## src/rtl/dtw_distance_engine_assert.svh

```systemverilog
// assertion macros for the dtw distance engine
// included by the top level, expects clk and rst in scope
`ifndef DTW_DISTANCE_ENGINE_ASSERT_SVH
`define DTW_DISTANCE_ENGINE_ASSERT_SVH

// same-cycle implication, quiet during reset
`define DTW_ASSERT_IMP(label, ante, cons, msg) \
  label: assert property (@(posedge clk) disable iff (rst) (ante) |-> (cons)) \
    else $error(msg);

// next-cycle implication, quiet during reset
`define DTW_ASSERT_NXT(label, ante, cons, msg) \
  label: assert property (@(posedge clk) disable iff (rst) (ante) |=> (cons)) \
    else $error(msg);

`endif

```

## src/rtl/dtw_pkg.sv

```systemverilog
// shared types and constants for the dtw distance engine
// no dependencies; used by dtw_cell, dtw_isqrt, dtw_distance_engine and the testbench
package dtw_pkg;

  localparam int COST_W          = 48;
  localparam int ROOT_W          = 24;
  localparam int SAMPLE_W        = 16;
  localparam int DEF_MAX_LEN     = 256;
  localparam int DEF_SAMPLE_BITS = 16;

  // cost values in the chain carry one extra bit so that infinity sorts above all
  typedef logic [COST_W:0] cost_t;

  localparam logic [COST_W-1:0] COST_MAX = {COST_W{1'b1}};
  localparam cost_t             COST_INF = {1'b1, {COST_W{1'b0}}};

  typedef enum logic {
    OP_APPEND = 1'b0,
    OP_QUERY  = 1'b1
  } op_t;

  // flags that travel with one query sample along the chain
  typedef struct packed {
    logic valid;
    logic first;
    logic last;
  } wave_t;

  // reference write control broadcast to all cells
  typedef struct packed {
    logic en;
    logic clear;
  } wr_ctl_t;

  // finished path cost handed to the root unit
  typedef struct packed {
    logic              valid;
    logic              trunc;
    logic [COST_W-1:0] total;
  } res_t;

endpackage

```

## src/rtl/dtw_isqrt.sv

```systemverilog
// pipelined floored square root of the path cost, one result bit per stage
// depends on dtw_pkg
module dtw_isqrt import dtw_pkg::*; (
  input  logic              clk,
  input  logic              rst,
  input  logic              adv,
  input  res_t              res_in,
  output logic              out_valid,
  output logic [COST_W-1:0] out_total,
  output logic [ROOT_W-1:0] out_root,
  output logic              out_trunc
);

  logic              st_valid [ROOT_W];
  logic              st_trunc [ROOT_W];
  logic [COST_W-1:0] st_total [ROOT_W];
  logic [COST_W-1:0] st_rem   [ROOT_W];
  logic [COST_W-1:0] st_root  [ROOT_W];

  for (genvar k = 0; k < ROOT_W; k++) begin : g_stage
    localparam logic [COST_W-1:0] BIT_K = COST_W'(1) << (COST_W - 2 - 2 * k);

    logic              p_valid;
    logic              p_trunc;
    logic [COST_W-1:0] p_total;
    logic [COST_W-1:0] p_rem;
    logic [COST_W-1:0] p_root;
    logic [COST_W-1:0] trial;
    logic              take;

    if (k == 0) begin : g_head
      assign p_valid = res_in.valid;
      assign p_trunc = res_in.trunc;
      assign p_total = res_in.total;
      assign p_rem   = res_in.total;
      assign p_root  = '0;
    end else begin : g_body
      assign p_valid = st_valid[k-1];
      assign p_trunc = st_trunc[k-1];
      assign p_total = st_total[k-1];
      assign p_rem   = st_rem[k-1];
      assign p_root  = st_root[k-1];
    end

    // one restoring step
    assign trial = p_root + BIT_K;
    assign take  = (p_rem >= trial);

    always_ff @(posedge clk) begin
      if (rst) begin
        st_valid[k] <= 1'b0;
      end else if (adv) begin
        st_valid[k] <= p_valid;
      end
    end

    always_ff @(posedge clk) begin
      if (adv) begin
        st_trunc[k] <= p_trunc;
        st_total[k] <= p_total;
        st_rem[k]   <= take ? (p_rem - trial) : p_rem;
        st_root[k]  <= take ? ((p_root >> 1) + BIT_K) : (p_root >> 1);
      end
    end
  end

  assign out_valid = st_valid[ROOT_W-1];
  assign out_trunc = st_trunc[ROOT_W-1];
  assign out_total = st_total[ROOT_W-1];
  assign out_root  = st_root[ROOT_W-1][ROOT_W-1:0];

endmodule

```

## config.mk

```make
export PLATFORM = sky130hd
export DESIGN_NAME = dtw_isqrt
export DESIGN_NICKNAME = d
export VERILOG_FILES = /design/src/rtl/dtw_distance_engine_assert.svh /design/src/rtl/dtw_pkg.sv /design/src/rtl/dtw_isqrt.sv
export SDC_FILE = /design/constraint.sdc
export NUM_CORES = 2
export LEC_CHECK = 0
export BUFFER_PORTS_ARGS = -buffer_cell sky130_fd_sc_hd__buf_4
export CAP_MARGIN = 10
export CELL_PAD_IN_SITES_DETAIL_PLACEMENT = 1
export CELL_PAD_IN_SITES_GLOBAL_PLACEMENT = 2
export CORE_ASPECT_RATIO = 0.75
export CORE_MARGIN = 10
export CORE_UTILIZATION = 34
export DETAILED_ROUTE_END_ITERATION = 7
export PLACE_DENSITY = 0.59
export SLEW_MARGIN = 20
export SYNTH_ARGS = -nofsm -noshare
export SYNTH_HDL_FRONTEND = slang
export SYNTH_SLANG_ARGS = --single-unit
```

## constraint.sdc

```tcl
create_clock -name clk -period 3.76 [get_ports clk]
set_clock_uncertainty 0.1 [all_clocks]
set_input_delay 0.564 -clock clk [delete_from_list [all_inputs] [get_ports clk]]
set_output_delay 0.564 -clock clk [all_outputs]
set_load 0.05 [all_outputs]
```

Word level (Yosys, flattened, before mapping) --
Memory sizes are Yosys's and may differ from the RTL's. Cells that the tools add are included.
Cells by class: add/subtract/negate cells 70, order comparisons 24, multiplexer cells 78, bitwise gates (word level) 24
Operator list (number):
- 48-bit two-way mux | 47
- 48-bit >= comparator | 23
- 48-bit subtractor | 23
- 47-bit by 1-bit adder with 48-bit output, second input constant | 1
- 47-bit by 11-bit adder with 48-bit output, second input constant | 1
- 47-bit by 13-bit adder with 48-bit output, second input constant | 1
- 47-bit by 15-bit adder with 48-bit output, second input constant | 1
- 47-bit by 17-bit adder with 48-bit output, second input constant | 1
- 47-bit by 19-bit adder with 48-bit output, second input constant | 1
- 47-bit by 21-bit adder with 48-bit output, second input constant | 1
- 47-bit by 23-bit adder with 48-bit output, second input constant | 1
- 47-bit by 25-bit adder with 48-bit output, second input constant | 1
- 47-bit by 27-bit adder with 48-bit output, second input constant | 1
- 47-bit by 29-bit adder with 48-bit output, second input constant | 1
- 47-bit by 3-bit adder with 48-bit output, second input constant | 1
- 47-bit by 31-bit adder with 48-bit output, second input constant | 1
- 47-bit by 33-bit adder with 48-bit output, second input constant | 1
- 47-bit by 35-bit adder with 48-bit output, second input constant | 1
- 47-bit by 37-bit adder with 48-bit output, second input constant | 1
- 47-bit by 39-bit adder with 48-bit output, second input constant | 1
- 47-bit by 41-bit adder with 48-bit output, second input constant | 1
- 47-bit by 43-bit adder with 48-bit output, second input constant | 1
- 47-bit by 45-bit adder with 48-bit output, second input constant | 1
- 47-bit by 5-bit adder with 48-bit output, second input constant | 1
- other kinds (30) | 82
Storage, ports and cells: register bits 0, memory bits (writable) 3504, output and inout port bits 74, memories kept 5
Memories:
- st_rem | depth 24, width 48, rd ports 23, clocked after Yosys merged registers in 0, wr ports 24, line dtw_isqrt.sv:17 | logic [COST_W-1:0] st_rem [ROOT_W];
- st_root | depth 24, width 48, rd ports 24, clocked after Yosys merged registers in 0, wr ports 24, line dtw_isqrt.sv:18 | logic [COST_W-1:0] st_root [ROOT_W];
- st_total | depth 24, width 48, rd ports 24, clocked after Yosys merged registers in 0, wr ports 24, line dtw_isqrt.sv:16 | logic [COST_W-1:0] st_total [ROOT_W];
- st_trunc | depth 24, width 1, rd ports 24, clocked after Yosys merged registers in 0, wr ports 24, line dtw_isqrt.sv:15 | logic st_trunc [ROOT_W];
- st_valid | depth 24, width 1, rd ports 24, clocked after Yosys merged registers in 0, wr ports 24, line dtw_isqrt.sv:14 | logic st_valid [ROOT_W];

Depth between registers and ports, before layout --
depth after elaboration 4, mapped depth 13, mapped depth without buffers 12

Worst setup path before layout --
No wires, ideal clock.
path type register -> register, start memory st_rem[17][40] (netlist: st_rem[2][88]), end memory st_rem[18][34] (netlist: st_rem[2][130]) (data pin), setup time 266 ps, data arrival time 3032 ps, data required time 3394 ps, slack 362 ps, stages on the path, launching flop included 11, period minus slack after synthesis 3398 ps, cell sequence edfxtp_1 -> or4_4 -> or4_4 -> or3_4 -> or4_4 -> nor4_4 -> buf_6 -> nor2_1 -> nand2_2 -> nor3_1 -> xor2_1
RTL lines (line):
- start: declaration | dtw_isqrt.sv:17

==> results.py <==
metrics = {
    "floorplanning": {
        "floorplan.io_pins": 127,
        "die_h_um": 455,
        "std_cell_rows": 159,
        "core_area_um2": 250000,
        "floorplan.die.width_um": 600,
        "initial_utilization_pct": 34.2,
        "dieArea_um2": 273000,
    },
    "clock_network": {
        "clk_path_buf_depth": 4,
        "clock-sinks": 2052,
        "cts.reportedPaths.clkPinSlew_ns": 0.06,
        "tritoncts.num_buffers": 215,
        "htree_num_levels": 4,
        "clock-root-buffer": "clkbuf_16",
        "tritoncts_clock_tree": "built",
        "clock_insertion_delay_worst_skew_ns": 0.90,
    },
    "finish": {
        "num-fill-cells": 25300,
        "finish.utilization_pct": 39.8,
        "layout_common_cells": "2052 x edfxtp_1, 388 x inv_1, 346 x nor2_1",
        "layout.area.seq_um2": 61600,
        "drive_above_1_share_pct": 11.7,
        "area_used_by_multi_input_combinational_logic_um2": 22500,
        "area_delta_synth_final_pct": 16.5,
        "layout.cell_area.non_filler_um2": 99800,
        "final_net_count": 6704,
        "most_common_cell_after_layout_fill_and_taps_aside": "edfxtp_1",
    },
    "global_route": {
        "first_pass_grt_wire_length_um": 306000,
        "grt_antenna_before_repair": 11,
        "first_global_vias": 49500,
        "globalRoute.totalOverflow": 0,
        "grt_max_degree": 142,
        "track_usage_pct": 14.3,
    },
    "drt": {
        "vias_per_cell": 4.87,
        "ant_nets": 0,
        "drtPass1Iterations": 5,
        "avgRoutedWirePerCell_um": 20.3,
        "postRouteWirelength_um": 199000,
        "initialDrtViolationCount": 3049,
        "via_count": 47700,
        "drt_drc_violations_left": 0,
    },
    "worst_setup_path": {
        "crit_top_cell": "or4_4",
        "cpLargestDelayFamily": "simple AND/OR/NAND/NOR gates",
        "timing.critical_path.from_type": "flip-flop",
        "path_max_fanout": 28,
        "worstSetupPathType": "flip-flop to flip-flop",
        "critical_path_buf_inv_count": 2,
        "critPathSlowestCell": "or4_4",
        "worst_ep_arrival_ns": 4.09,
        "path_cells": "or4_4, or4_4, or3_4, or4_4, nor4_4, buf_8, inv_2, mux2_4",
        "cp.required_ns": 4.23,
        "cp_slowest_stage_delay_ns": 0.56,
        "critPathCaptureType": "flip-flop",
    },
    "outcome": {
        "outcome": "complete, no violations",
    },
    "placed_design": {
        "post-place-ws_ns": -0.193,
        "gp_congestion": 0.837,
        "total_half_perimeter_wirelength_after_legalization_and_detailed_placement_um": 145000,
        "port-buffer-count": 126,
        "post_dp_cell_area_um2": 92500,
    },
    "timing": {
        "final_critical_path_setup_slack_ns": 0.133,
        "final_min_period_over_clock_period_pct": 96.5,
        "total_neg_setup_slack_ns": 0,
        "drv_slew": 0,
        "fmax_ghz": 0.276,
        "grt_setup_unrepaired": "yes",
        "final.min_clock_period_ns": 3.63,
        "slew_headroom_pct": 34.7,
        "count_of_final_hold_check_violations": 0,
        "setup_viol_count_final": 0,
        "max_slew.worst_pin.slew_ns": 0.970,
    },
    "synthesis": {
        "syn_area_per_cell_um2": 14.8,
        "postSynthRegisterBits": 2052,
        "synth_sequential_area_ratio_pct": 71.9,
        "postSynth.asyncResetShare_pct": 0,
        "synth_enable_flop_cells": 2052,
        "most_instantiated_flip_flop_cell_in_the_synthesis_netlist": "edfxtp_1",
        "yosysWarnings": 0,
        "cell_count_after_synthesis": 5782,
        "synth.distinct_cells": 87,
        "syn_area_um2": 85600,
        "syn_nets": 6157,
    },
    "pwr": {
        "power.density_cell_area_nw_per_um2": 591,
        "finalPower_mw": 58.9,
        "ir_drop_mv": 0.365,
        "leakage_nw": 36.5,
    },
    "worst_hold_path": {
        "timing.hold.worst.class": "input pin to flip-flop",
    },
    "run": {
        "max-cap-violations": 0,
    },
}
-- flip-flops by register name, indices dropped and copies added (netlist names) --
name      cells
st_rem      920
st_valid     24
st_total    784
st_trunc     24
st_root     300
-- worst paths after layout --
kind	slack, ns	startpoint	to	cells past startpoint
setup / recovery	0.13	st_rem[2][88]	st_rem[2][119]	8
hold / removal	0.11	adv	st_rem[1][329]	1
setup reg to reg	0.13	st_rem[2][88]	st_rem[2][119]	8
hold reg to reg	0.28	st_total[1][194]	st_total[1][242]	0
-- where the power goes --
part           leakage [nW]  switching, mW  internal (mW)
sequential             19.8           1.68           28.2
clock                  3.19           8.65           11.6
combinational          13.5           5.07           3.69
-- cell type report --
type	instances	area share (%)
antenna	4	0.0100
clock buffer	265	5.62
clock inverter	102	0.904
inverter	392	1.48
multi-input combinational	3260	22.5
sequential	2052	61.8
tap	3300	4.14
timing repair buffer	408	3.54
-- timing repair --
action / 4_1_cts / 5_1_grt
hold buffers: 50 / 0
endpoints found under the hold margin: 51 / 0
resized for setup: 9 / 31
setup endpoints to repair: 54 / 66
buffers inserted: 0 / 4
pin swaps: 1 / 9
-- per-stage QoR --
stage               std cells  hold slack (ns)
CTS                      9775           0.0448
floorplan                5782            0.300
finish                   9783            0.111
global route             9781           0.0616
global placement         9358            0.300
detailed placement       9358            0.305
-- cells by family (layout without fill, tap and decap cells) --
family          after synthesis  count (layout)  share of synthesized area (%)
flops                      2052            2052                           71.9
simple gates               1482            1482                           8.98
compound gates              912             912                           6.55
xor+xnor                    483             483                           4.94
buf+inv                     470            1167                           2.08
fa+ha+maj                   322             322                           4.70
mux                          61              61                          0.796
other cells                   0               4                              0
-- Yosys cell counts, types with 30 or more instances --
cell type / count / area, µm²
nand3_1: 73 / 365
mux2_2: 49 / 552
nor3_1: 147 / 736
a21o_1: 98 / 736
ha_1: 322 / 4030
xnor2_1: 223 / 1950
nor4_1: 180 / 1130
inv_1: 388 / 1460
nand2b_1: 66 / 413
a21oi_1: 313 / 1570
nand4_1: 64 / 400
o21a_1: 58 / 435
or4_1: 37 / 278
o211ai_1: 32 / 240
clkbuf_1: 64 / 240
and2_1: 38 / 238
nor2_1: 346 / 1300
xor2_1: 260 / 2280
edfxtp_1: 2052 / 61600
nand2_1: 295 / 1110
or3_1: 64 / 400
a211oi_1: 30 / 225
nor2b_1: 37 / 231
o21ai_0: 212 / 1060
-- layer usage --
metal  routed length [µm]  part of all wire [%]  track usage, %
met5                    0                     0               0
met4                 4820                   2.4            3.52
met3                 7220                   3.6            1.92
met2                82700                    42            20.9
met1               104000                    52            22.3
No activity file was read; power rests on OpenSTA's default activity.
