### src/rtl/dtw_distance_engine_assert.svh
// assertion macros for the dtw distance engine
// included by the top level, expects clk and rst in scope
`ifndef DTW_DISTANCE_ENGINE_ASSERT_SVH
`define DTW_DISTANCE_ENGINE_ASSERT_SVH

// same-cycle implication, quiet during reset
`define DTW_ASSERT_IMP(label, ante, cons, msg) \
  label: assert property (@(posedge clk) disable iff (rst) (ante) |-> (cons)) \
    else $error(msg);

// next-cycle implication, quiet during reset
`define DTW_ASSERT_NXT(label, ante, cons, msg) \
  label: assert property (@(posedge clk) disable iff (rst) (ante) |=> (cons)) \
    else $error(msg);

`endif

### src/rtl/dtw_pkg.sv
// shared types and constants for the dtw distance engine
// no dependencies; used by dtw_cell, dtw_isqrt, dtw_distance_engine and the testbench
package dtw_pkg;

  localparam int COST_W          = 48;
  localparam int ROOT_W          = 24;
  localparam int SAMPLE_W        = 16;
  localparam int DEF_MAX_LEN     = 256;
  localparam int DEF_SAMPLE_BITS = 16;

  // cost values in the chain carry one extra bit so that infinity sorts above all
  typedef logic [COST_W:0] cost_t;

  localparam logic [COST_W-1:0] COST_MAX = {COST_W{1'b1}};
  localparam cost_t             COST_INF = {1'b1, {COST_W{1'b0}}};

  typedef enum logic {
    OP_APPEND = 1'b0,
    OP_QUERY  = 1'b1
  } op_t;

  // flags that travel with one query sample along the chain
  typedef struct packed {
    logic valid;
    logic first;
    logic last;
  } wave_t;

  // reference write control broadcast to all cells
  typedef struct packed {
    logic en;
    logic clear;
  } wr_ctl_t;

  // finished path cost handed to the root unit
  typedef struct packed {
    logic              valid;
    logic              trunc;
    logic [COST_W-1:0] total;
  } res_t;

endpackage

### src/rtl/dtw_cell.sv
// one cell of the warping chain: holds one reference sample and its column cost
// depends on dtw_pkg
module dtw_cell import dtw_pkg::*; #(
  parameter int SAMPLE_BITS = DEF_SAMPLE_BITS,
  parameter int IDX_W       = 8,
  parameter int CELL_IDX    = 0
) (
  input  logic                   clk,
  input  logic                   rst,
  input  logic                   adv,
  input  wr_ctl_t                wr_ctl,
  input  logic [IDX_W-1:0]       wr_idx,
  input  logic [SAMPLE_BITS-1:0] wr_data,
  input  wave_t                  wave_in,
  input  logic [SAMPLE_BITS-1:0] samp_in,
  output wave_t                  wave_out,
  output logic [SAMPLE_BITS-1:0] samp_out,
  input  cost_t                  left_in,
  input  cost_t                  diag_in,
  output wave_t                  cost_wave,
  output cost_t                  left_out,
  output cost_t                  diag_out
);

  localparam int  SQ_W    = 2 * (SAMPLE_BITS + 1);
  localparam int  SUM_W   = (SQ_W > COST_W + 1 ? SQ_W : COST_W + 1) + 1;
  localparam bit  IS_HEAD = (CELL_IDX == 0);

  logic [SAMPLE_BITS-1:0] a_ref;
  logic                   active;
  wave_t                  sq_wave;
  logic [SQ_W-1:0]        sq;
  logic [COST_W-1:0]      rc;

  logic [SAMPLE_BITS:0]   diff;
  logic [SAMPLE_BITS:0]   mag;
  cost_t                  up;
  cost_t                  diag_eff;
  cost_t                  m1;
  cost_t                  m;
  logic [SUM_W-1:0]       sum;
  logic [COST_W-1:0]      cell_cost;
  logic                   sel;

  assign sel = (wr_idx == IDX_W'(CELL_IDX));

  // absolute difference of query and reference sample
  always_comb begin
    diff = {samp_out[SAMPLE_BITS-1], samp_out} - {a_ref[SAMPLE_BITS-1], a_ref};
    mag  = diff[SAMPLE_BITS] ? (~diff + 1'b1) : diff;
  end

  // minimum of the three neighbours plus local cost, saturating
  always_comb begin
    up       = sq_wave.first ? COST_INF : {1'b0, rc};
    diag_eff = IS_HEAD ? (sq_wave.first ? cost_t'(0) : COST_INF) : diag_in;
    m1       = (up < left_in) ? up : left_in;
    m        = (m1 < diag_eff) ? m1 : diag_eff;
    sum      = SUM_W'(sq) + SUM_W'(m);
    cell_cost = (sum >= SUM_W'(COST_MAX)) ? COST_MAX : sum[COST_W-1:0];
  end

  // control flags
  always_ff @(posedge clk) begin
    if (rst) begin
      active          <= 1'b0;
      wave_out.valid  <= 1'b0;
      sq_wave.valid   <= 1'b0;
      cost_wave.valid <= 1'b0;
    end else begin
      if (wr_ctl.en) begin
        if (sel) begin
          active <= 1'b1;
        end else if (wr_ctl.clear) begin
          active <= 1'b0;
        end
      end
      if (adv) begin
        wave_out.valid  <= wave_in.valid;
        sq_wave.valid   <= wave_out.valid;
        cost_wave.valid <= sq_wave.valid;
      end
    end
  end

  // reference sample store
  always_ff @(posedge clk) begin
    if (wr_ctl.en && sel) begin
      a_ref <= wr_data;
    end
  end

  // sample stage, square stage, cost stage
  always_ff @(posedge clk) begin
    if (adv) begin
      samp_out        <= samp_in;
      wave_out.first  <= wave_in.first;
      wave_out.last   <= wave_in.last;
      sq              <= mag * mag;
      sq_wave.first   <= wave_out.first;
      sq_wave.last    <= wave_out.last;
      cost_wave.first <= sq_wave.first;
      cost_wave.last  <= sq_wave.last;
      if (sq_wave.valid) begin
        if (active) begin
          rc       <= cell_cost;
          left_out <= {1'b0, cell_cost};
          diag_out <= up;
        end else begin
          left_out <= left_in;
          diag_out <= diag_in;
        end
      end
    end
  end

endmodule

### config.mk
export PLATFORM = sky130hd
export DESIGN_NAME = dtw_cell
export DESIGN_NICKNAME = d
export VERILOG_FILES = /design/src/rtl/dtw_distance_engine_assert.svh /design/src/rtl/dtw_pkg.sv /design/src/rtl/dtw_cell.sv
export SDC_FILE = /design/constraint.sdc
export NUM_CORES = 1
export LEC_CHECK = 0
export BUFFER_PORTS_ARGS = -buffer_cell sky130_fd_sc_hd__buf_2
export CORE_ASPECT_RATIO = 0.5
export CORE_MARGIN = 3
export CORE_UTILIZATION = 35
export DETAILED_ROUTE_END_ITERATION = 16
export PLACE_DENSITY_LB_ADDON = 0.2
export SLEW_MARGIN = 20
export SYNTH_ARGS = -nofsm -noshare
export SYNTH_HDL_FRONTEND = slang
export SYNTH_SLANG_ARGS = --single-unit
### constraint.sdc
create_clock -name clk -period 10.14 [get_ports clk]
set_clock_uncertainty 0.05 [all_clocks]
set_input_delay 2.535 -clock clk [delete_from_list [all_inputs] [get_ports clk]]
set_output_delay 2.535 -clock clk [all_outputs]
set_load 0.005 [all_outputs]
After elaboration in Yosys (flattened, before gate mapping):

Cells that the tools add are included.

* add/subtract/negate cells: 3
* $mul: 1
* order comparisons: 3
* mux-type cells: 10
* bitwise gates (word level): 1
* reductions and logical operators: 6

Operators with widths (count)
* two-way mux 49 bit: 5
* < comparator 49 bit: 2
* two-way mux 48 bit: 2
* adder 34 x 49 -> 50 bit: 1
* greater-or-equal comparator 50 x 48 -> 1 bit (second input constant): 1
* multiplier 17 x 17 -> 34 bit: 1
* adder 17 x 1 -> 17 bit (second input constant): 1
* two-way mux 17 bit: 1
* NOT 17 bit: 1
* subtractor 16 x 16 -> 17 bit: 1
* logical NOT 8 bit: 1
* AND reduction 2 bit: 2
* AND reduction 3 bit: 1
* two-way mux 1 bit: 2
* nonzero test 2 bit: 1
* logical AND 1 bit: 1

* register bits: 222
* input bits: 146
* output and inout bits: 120
* logic and storage cells: 41

Longest topological paths before layout:

Gate-level depths: netlist of run 1.

* depth in word-level cells: 9
* mapped depth: 43

Least setup slack after synthesis of run 1:

No wires, ideal clock.

* path type: reg-to-reg
* start point: register samp_out[0]
* end point: register sq[33], data pin
* arrival: 9.060 ns
* data required time: 9.829 ns
* path slack: 0.768 ns
* cell stages (with the launch flop): 40
* path buffers: 1
* period minus slack after synthesis: 9.372 ns
* cell sequence: edfxtp_1 -> inv_1 -> ha_1 -> fa_1 -> nor2b_1 -> o21ai_2 -> a21boi_1 -> o21ai_2 -> a21boi_1 -> nor2_1 -> or2_2 -> a221oi_4 -> o211ai_2 -> nor4_4 -> a21oi_1 -> xor2_1 -> inv_2 -> buf_4 -> [... 4 more ...] -> fa_1 -> fa_1 -> fa_1 -> inv_1 -> fa_1 -> inv_1 -> ha_1 -> a21o_1 -> a21o_1 -> a21oi_1 -> o21ai_0 -> a31oi_1 -> a311oi_1 -> a211o_1 -> a21o_1 -> a21oi_1 -> o21ai_0 -> xnor2_1

* longest elaborated chain between the ends: 5

Ends and longest elaborated chain
* from (decl): RTL line dtw_cell.sv:17 `output logic [SAMPLE_BITS-1:0] samp_out,`
* from (signal assigned): RTL line dtw_cell.sv:96 `samp_out <= samp_in;`
* subtractor 16 x 16 -> 17 bit (*): RTL line dtw_cell.sv:49 `diff = {samp_out[SAMPLE_BITS-1], samp_out} - {a_ref[SAMPLE_BITS-1], a_ref};`
* NOT 17 bit: RTL line dtw_cell.sv:50 `mag = diff[SAMPLE_BITS] ? (~diff + 1'b1) : diff;`
* adder 17 x 1 -> 17 bit: RTL line dtw_cell.sv:50
* two-way mux 17 bit (*): RTL line dtw_cell.sv:50
* multiplier 17 x 17 -> 34 bit (*): RTL line dtw_cell.sv:99 `sq <= mag * mag;`
* to (signal assigned): RTL line dtw_cell.sv:99
* to (decl): RTL line dtw_cell.sv:32 `logic [SQ_W-1:0] sq;`

Mark *: on every way between the ends. The rest lies on a longest branch, timed or not.
A chain may end at the register's enable or synchronous reset.

Worst setup path in the final report of run 1:

Ends and elaborated chain as after synthesis.

==> metrics, run 1 <==
sequential cell area fraction in the yosys report=0.304; number of global-route vias before repair=17024; total global-route track usage=0.185; share of post-route cells with drive strength above 1=0.180; detailed-routing iteration count for the pre-antenna-repair pass=5; total number of vias=16417; per-cell routed wire length=18.0 um; WP data required=10.40 ns; beginning of the worst register-to-register path=samp_out[0]; total DRC errors in the routed layout=0; shortest period the worst path allows=9.42 ns; maxcap violations=0; Synthesis Warnings=0; endpoints failing hold=0; initial drt markers=1074; crit-path leading delay family=adder cells; clock network latency to the later pin of the worst-skew pair=0.57 ns; synthesis-to-layout area growth=15.6%; R2R Setup Slk=0.72 ns; delay contributed by the slowest stage of the critical path=0.55 ns; post-detailed-placement half-perimeter wirelength=48400 um; Setup Viol. Count Final=0; final estimated routing congestion in global placement=0.891; mapped cell area=21700 sq um; fraction of the cycle the final worst path needs=0.929; post-route antenna net violation count=0; total wirelength of the detailed-routed design=60200 um; clock tree sinks=221; maximum fanout encountered on the critical timing path=7; worst setup path start=samp_out[0]; routed vias/inst=4.90; capture point of the critical path=sq[33]; wire length of the first global-routing pass=95400 um; capturing point of the worst reg2reg path=sq[33]; std cell rows=63; largest net degree at the start of global routing=81; clock tree from TritonCTS=done; number of max-slew violations in the final report=0; H-tree lvl count=1; result of the run=completed; number of unique standard cell types used by synthesis=82; Slew @ Worst Pin=0.974 ns; starting utilization of the core area=0.360; buffers added on ports=265; number of synthesized flops with an enable pin=217; Die Area=65200 sq um; clock buffer depth=3; library cell occupying the most area in the post-synthesis netlist=edfxtp_1; count of cells along the worst register-to-register path=38; I/O pin total=266; clock-pin transition on the worst setup and hold timing paths=0.06 ns; total grt overflow=0; net count of the finished layout=3060; kind of start point of the critical path=register; critical path type=register to register; number of hold-repair buffers added at the cts stage=0; largest cells by area after synthesis=edfxtp_1 30%, fa_1 18%, ha_1 12%, inv_1 6.4%, nand2_1 3.8%; post-synthesis average cell area=9.65 sq um; die span in y=182 um; worst hold path class=register to register; most repeated library cell on the critical path=fa_1; maximum clock frequency=106 MHz; WP depth=38; FFs w/ async S/R, synth=0; Worst EP arrival=9.68 ns; relative slew slack=0.350; number of antenna violations at the first check in global routing=4; setup repair after global routing missed its margin=false; critical path endpoint category=register; total negative setup slack=0 ns; synthesis-stage register bit count=221; most common library cell in the layout ignoring fill and taps=inv_1; top library cells by usage in the layout, fill and taps aside=366 x inv_1, 265 x buf_2, 222 x nand2_1; buffer cell driving the clock tree root=clkbuf_16; prevailing post-synth register cell=edfxtp_1; critical path buffer and inverter count=5; Cells after Synth=2249; CORE AREA=60300 sq um; number of buffers created by CTS=25; library cell contributing the largest single delay on the critical path=fa_1; top cell type's share of synthesized area=0.300; die boundary width=358 um
-- logic make-up (layout without fill, tap and decap cells) --
kind of cell | after synthesis | in the layout | share of synthesized area
DFF | 221 | 221 | 0.304
buffers and inverters | 459 | 734 | 0.0807
AOI/OAI and AO/OA | 368 | 368 | 0.109
muxes | 59 | 59 | 0.0302
adders and majority gates | 397 | 397 | 0.296
xor gates and xnor gates | 96 | 96 | 0.0394
and+or+nand+nor | 647 | 647 | 0.140
other | 2 | 14 | 0.000346
-- cells in the mapped netlist (5+ instances only) --
cell and count:
inv_1 370, nand2_1 222, edfxtp_1 217, ha_1 204
fa_1 193, nor2_1 158, a21oi_1 131, nand3_1 72
clkbuf_1 59, nor2b_1 59, a31oi_1 55, mux2_2 52
xnor2_1 52, o21ai_0 45, xor2_1 42, a21o_1 39
nand4_1 28, nor3_1 22, and3_1 20, nand2b_1 17
buf_2 16, and2_1 14, o21bai_1 11, nor4_1 10
o21a_1 10, a211oi_1 9, buf_1 7, mux2i_1 7
o211ai_1 7, o31ai_1 7, or2_2 7, a21boi_0 5
o21ai_1 5
-- layer usage --
metal	vias up	wire, um	global-route usage
met5	-	0	0
met4	0	1180	0.0363
met3	66	2550	0.0240
met2	340	27700	0.305
met1	7939	28900	0.262
li1	8072	-	-
-- worst register-to-register path, delay by kind of cell, from the launching register on --
family	cells	cell delay [ns]
AOI/OAI and AO/OA	17	2.89
xor gates and xnor gates	3	0.67
adders and majority gates	9	4.12
buffers and inverters	5	0.39
DFF	1	0.34
and+or+nand+nor	4	0.71
-- metrics by stage --
step	util	hold slack, ns	instance area, sq um	worst slack (ns)	std cells
6_report	0.416	0.368	25100	0.724	3348
4_1_cts	0.413	0.370	24900	0.202	3331
3_3_place_gp	0.399	0.352	24100	0.472	3287
5_1_grt	0.416	0.374	25100	0.0138	3348
3_5_place_dp	0.399	0.355	24100	0.255	3287
2_1_floorplan	-	0.350	21700	0.768	2259
-- cell type report --
cell class,count,area (sq um)
well taps,812,1020
inverters,375,1420
clock inverters,13,161
repair buffers,315,1740
fillers,6082,35200
diodes,2,5.00
multi-input cells,1579,13500
flip-flops and latches,221,6600
clock buffers,31,668
-- what timing repair did --
item / 4_1_cts / 5_1_grt
endpoints found under the setup margin: 0 / 6
setup buffers: 0 / 15
gates resized for setup: 0 / 14
-- registers in the layout, summed over array words and instances (netlist names) --
| register | flops |
|---|---|
| rc | 48 |
| samp_out | 16 |
| sq | 33 |
| wave_out | 3 |
| cost_wave | 3 |
| a_ref | 16 |
| left_out | 49 |
| active | 1 |
| diag_out | 49 |
| sq_wave | 3 |
-- how the worst min path moves through the flow --
stage                     cells past startpoint  startpoint      endpoint  slack (ns)
after global placement                        0  sq_wave[0]  cost_wave[0]        0.35
after global routing                          0  sq_wave[0]  cost_wave[0]        0.37
final                                         0  sq_wave[0]  cost_wave[0]        0.37
after CTS                                     0  sq_wave[0]  cost_wave[0]        0.37
after floorplan                               0  sq_wave[0]  cost_wave[0]        0.35
after detailed placement                      0  sq_wave[0]  cost_wave[0]        0.36
Power of run 1 is not shown: default switching activity piles up to over one toggle a cycle in this logic, so the estimate is an artifact.
==> run 2: changes to the inputs <==
--- a/config.mk
+++ b/config.mk
@@ -7,10 +7,9 @@
 export LEC_CHECK = 0
 export BUFFER_PORTS_ARGS = -buffer_cell sky130_fd_sc_hd__buf_2
 export CORE_ASPECT_RATIO = 0.5
-export CORE_MARGIN = 3
 export CORE_UTILIZATION = 35
 export DETAILED_ROUTE_END_ITERATION = 16
-export PLACE_DENSITY_LB_ADDON = 0.2
+export PLACE_DENSITY = 0.57
 export SLEW_MARGIN = 20
 export SYNTH_ARGS = -nofsm -noshare
 export SYNTH_HDL_FRONTEND = slang
==> metrics, run 2 (same netlist as run 1, synthesis figures left out) <==
clock tree sinks=221; buffer cell driving the clock tree root=clkbuf_16; share of post-route cells with drive strength above 1=0.175; number of max-slew violations in the final report=0; critical path endpoint category=register; Setup Viol. Count Final=0; clock network latency to the later pin of the worst-skew pair=0.58 ns; library cell contributing the largest single delay on the critical path=xnor2_1; Hold Path Sink=cost_wave[0]; kind of start point of the critical path=register; top library cells by usage in the layout, fill and taps aside=368 x inv_1, 265 x buf_2, 222 x nand2_1; Top Registers=diag_out: 49 flops, left_out: 49 flops, rc: 48 flops; maxcap violations=0; most common library cell in the layout ignoring fill and taps=inv_1; detailed-routing iteration count for the pre-antenna-repair pass=5; clock buffer depth=3; starting utilization of the core area=0.355; buffers added on ports=265; delay contributed by the slowest stage of the critical path=0.60 ns; setup repair after global routing missed its margin=false; clock tree from TritonCTS=done; number of global-route vias before repair=16739; hold depth=0; relative slew slack=0.366; total wirelength of the detailed-routed design=59000 um; count of cells along the worst register-to-register path=36; Die Area=63100 sq um; total DRC errors in the routed layout=0; post-route antenna net violation count=0; total grt overflow=0; synthesis-to-layout area growth=14.8%; total global-route track usage=0.187; maximum clock frequency=105 MHz; initial drt markers=924; WP data required=10.41 ns; number of buffers created by CTS=25; worst hold path class=register to register; beginning of the worst register-to-register path=samp_out[0]; maximum fanout encountered on the critical timing path=9; post-detailed-placement half-perimeter wirelength=47100 um; most repeated library cell on the critical path=fa_1; number of antenna violations at the first check in global routing=1; total number of vias=16335; endpoints failing hold=0; fraction of the cycle the final worst path needs=0.944; final estimated routing congestion in global placement=0.883; die boundary width=354 um; per-cell routed wire length=17.6 um; clock-pin transition on the worst setup and hold timing paths=0.06 ns; shortest period the worst path allows=9.57 ns; capturing point of the worst reg2reg path=sq[33]; net count of the finished layout=3043; critical path type=register to register; I/O pin total=266; routed vias/inst=4.88; worst-case setup margin in the final layout=0.571 ns; wire length of the first global-routing pass=92900 um; Slew @ Worst Pin=0.950 ns; std cell rows=64; largest net degree at the start of global routing=79; result of the run=completed; Worst EP arrival=9.84 ns; CORE AREA=61200 sq um; number of hold-repair buffers added at the cts stage=0; H-tree lvl count=1; pre-CTS worst setup slack=0.317 ns; start point of the worst min-delay path=sq_wave[0]; R2R Setup Slk=0.57 ns; die span in y=178 um; total negative setup slack=0 ns
run 2: final cells by class:
cell class | count | area (sq um)
fillers | 6182 | 36300
multi-input cells | 1579 | 13500
flip-flops and latches | 221 | 6600
repair buffers | 298 | 1590
inverters | 375 | 1410
well taps | 825 | 1030
clock buffers | 32 | 682
clock inverters | 14 | 126
diodes | 1 | 2.50
run 2: critical path: cells and delay by family (launching register included):
kind,cells,cell delay [ns]
compound gates,19,3.78
xor+xnor,2,0.74
fa+ha+maj,9,3.86
buf+inv,4,0.23
flops,1,0.38
simple gates,2,0.28
run 2: how the worst max path moves through the flow:
stage	to	cells past startpoint	slack, ns	start
floorplan	sq[33]	39	0.77	samp_out[0]
global placement	sq[33]	39	0.55	samp_out[0]
detailed placement	sq[33]	39	0.32	samp_out[0]
CTS	sq[33]	39	0.28	samp_out[0]
global route	sq[33]	40	0.004	samp_out[0]
finish	sq[33]	36	0.57	samp_out[0]
run 2: timing repair:
item                       in CTS  in global routing
setup buffers                   0                  1
resized for setup               0                 11
setup endpoints to repair       0                  5
run 2: stage by stage:
step / hold WS, ns / instances / util / cell area (sq um)
6_report: 0.374 / 3345 / 0.407 / 24900
5_1_grt: 0.379 / 3345 / 0.407 / 24900
4_1_cts: 0.379 / 3343 / 0.406 / 24800
3_5_place_dp: 0.366 / 3297 / 0.393 / 24000
3_3_place_gp: 0.356 / 3297 / 0.393 / 24000
2_1_floorplan: 0.350 / 2259 / - / 21700
run 2: routing by layer:
layer	GRT usage	wire length, um	up-vias
met3	0.0257	2520	60
met1	0.254	27700	7925
met2	0.320	27800	302
li1	-	-	8048
met4	0.0338	948	0
met5	0	0	-
Power of run 2 is left out for the same reason.
==> run 3: changes to the inputs <==
--- a/config.mk
+++ b/config.mk
@@ -7,9 +7,9 @@
 export LEC_CHECK = 0
 export BUFFER_PORTS_ARGS = -buffer_cell sky130_fd_sc_hd__buf_2
 export CORE_ASPECT_RATIO = 0.5
-export CORE_UTILIZATION = 35
+export CORE_UTILIZATION = 36
 export DETAILED_ROUTE_END_ITERATION = 16
-export PLACE_DENSITY = 0.57
+export PLACE_DENSITY = 0.58
 export SLEW_MARGIN = 20
 export SYNTH_ARGS = -nofsm -noshare
 export SYNTH_HDL_FRONTEND = slang
==> metrics, run 3 (same netlist as run 1, synthesis figures left out) <==
result of the run=completed; critical path buffer and inverter count=4; share of post-route cells with drive strength above 1=0.180; delay contributed by the slowest stage of the critical path=0.60 ns; buffer cell driving the clock tree root=clkbuf_16; kind of start point of the critical path=register; clock tree from TritonCTS=done; maxcap violations=0; top library cells by usage in the layout, fill and taps aside=368 x inv_1, 265 x buf_2, 222 x nand2_1; clock buffer depth=3; number of global-route vias before repair=16856; maximum clock frequency=105 MHz; starting utilization of the core area=0.366; fraction of the cycle the final worst path needs=0.940; die span in y=176 um; WP data required=10.41 ns; largest net degree at the start of global routing=79; number of antenna violations at the first check in global routing=2; synthesis-to-layout area growth=15.4%; most repeated library cell on the critical path=fa_1; post-detailed-placement half-perimeter wirelength=46300 um; total number of vias=16454; Worst EP arrival=9.80 ns; buffers added on ports=265; critical path type=register to register; Setup Viol. Count Final=0; library cell contributing the largest single delay on the critical path=xnor2_1; Die Area=61300 sq um; H-tree lvl count=1; most common library cell in the layout ignoring fill and taps=inv_1; die boundary width=349 um; worst hold path class=register to register; routed vias/inst=4.92; post-route antenna net violation count=0; number of buffers created by CTS=24; clock tree sinks=221; relative slew slack=0.307; total DRC errors in the routed layout=0; net count of the finished layout=3053; std cell rows=63; wire length of the first global-routing pass=92200 um; total negative setup slack=0 ns; total wirelength of the detailed-routed design=58200 um; Top Registers=diag_out: 49 flops, left_out: 49 flops, rc: 48 flops; final estimated routing congestion in global placement=0.905; clock network latency to the later pin of the worst-skew pair=0.58 ns; critical path endpoint category=register; total grt overflow=0; total global-route track usage=0.191; shortest period the worst path allows=9.53 ns; per-cell routed wire length=17.4 um; clock-pin transition on the worst setup and hold timing paths=0.06 ns; initial drt markers=944; detailed-routing iteration count for the pre-antenna-repair pass=5; maximum fanout encountered on the critical timing path=12; number of hold-repair buffers added at the cts stage=0; I/O pin total=266; endpoints failing hold=0; R2R Setup Slk=0.61 ns; CORE AREA=59400 sq um; number of max-slew violations in the final report=0; Slew @ Worst Pin=1.04 ns; crit-path leading delay family=adder cells
[run 3: area by class of cell]
cell class / instances / area, sq um
clock inverter: 17 / 238
sequential: 221 / 6600
clock buffer: 27 / 632
tap: 812 / 1020
fill: 5803 / 34300
timing repair buffer: 309 / 1670
inverter: 375 / 1410
multi-input combinational: 1579 / 13500
antenna: 2 / 5.00
[run 3: repair_timing]
item | CTS | global route
setup endpoints to repair | 0 | 6
buffers inserted | 0 | 11
gates resized for setup | 0 | 12
[run 3: final timing paths]
check,start,cells after the start,end
worst max-delay path,samp_out[1],36,sq[33]
worst max register to register,samp_out[1],36,sq[33]
worst min-delay path,sq_wave[0],0,cost_wave[0]
worst min register to register,sq_wave[0],0,cost_wave[0]
[run 3: through the flow]
stage	cell area, sq um	util	setup slack (ns)	hold WS (ns)	std cells
2_1_floorplan	21700	-	0.768	0.350	2259
3_3_place_gp	24000	0.405	0.270	0.351	3285
3_5_place_dp	24000	0.405	0.0794	0.356	3285
4_1_cts	24900	0.419	0.0604	0.369	3329
5_1_grt	25000	0.422	-0.00559	0.379	3342
6_report	25000	0.422	0.612	0.367	3342
[run 3: metal layers]
layer,wire [um],GRT usage,vias to the layer above
met3,3210,0.0321,74
met2,26900,0.316,389
li1,-,-,8061
met5,0,0,-
met4,1340,0.0492,0
met1,26700,0.259,7930
Power of run 3 is left out for the same reason.
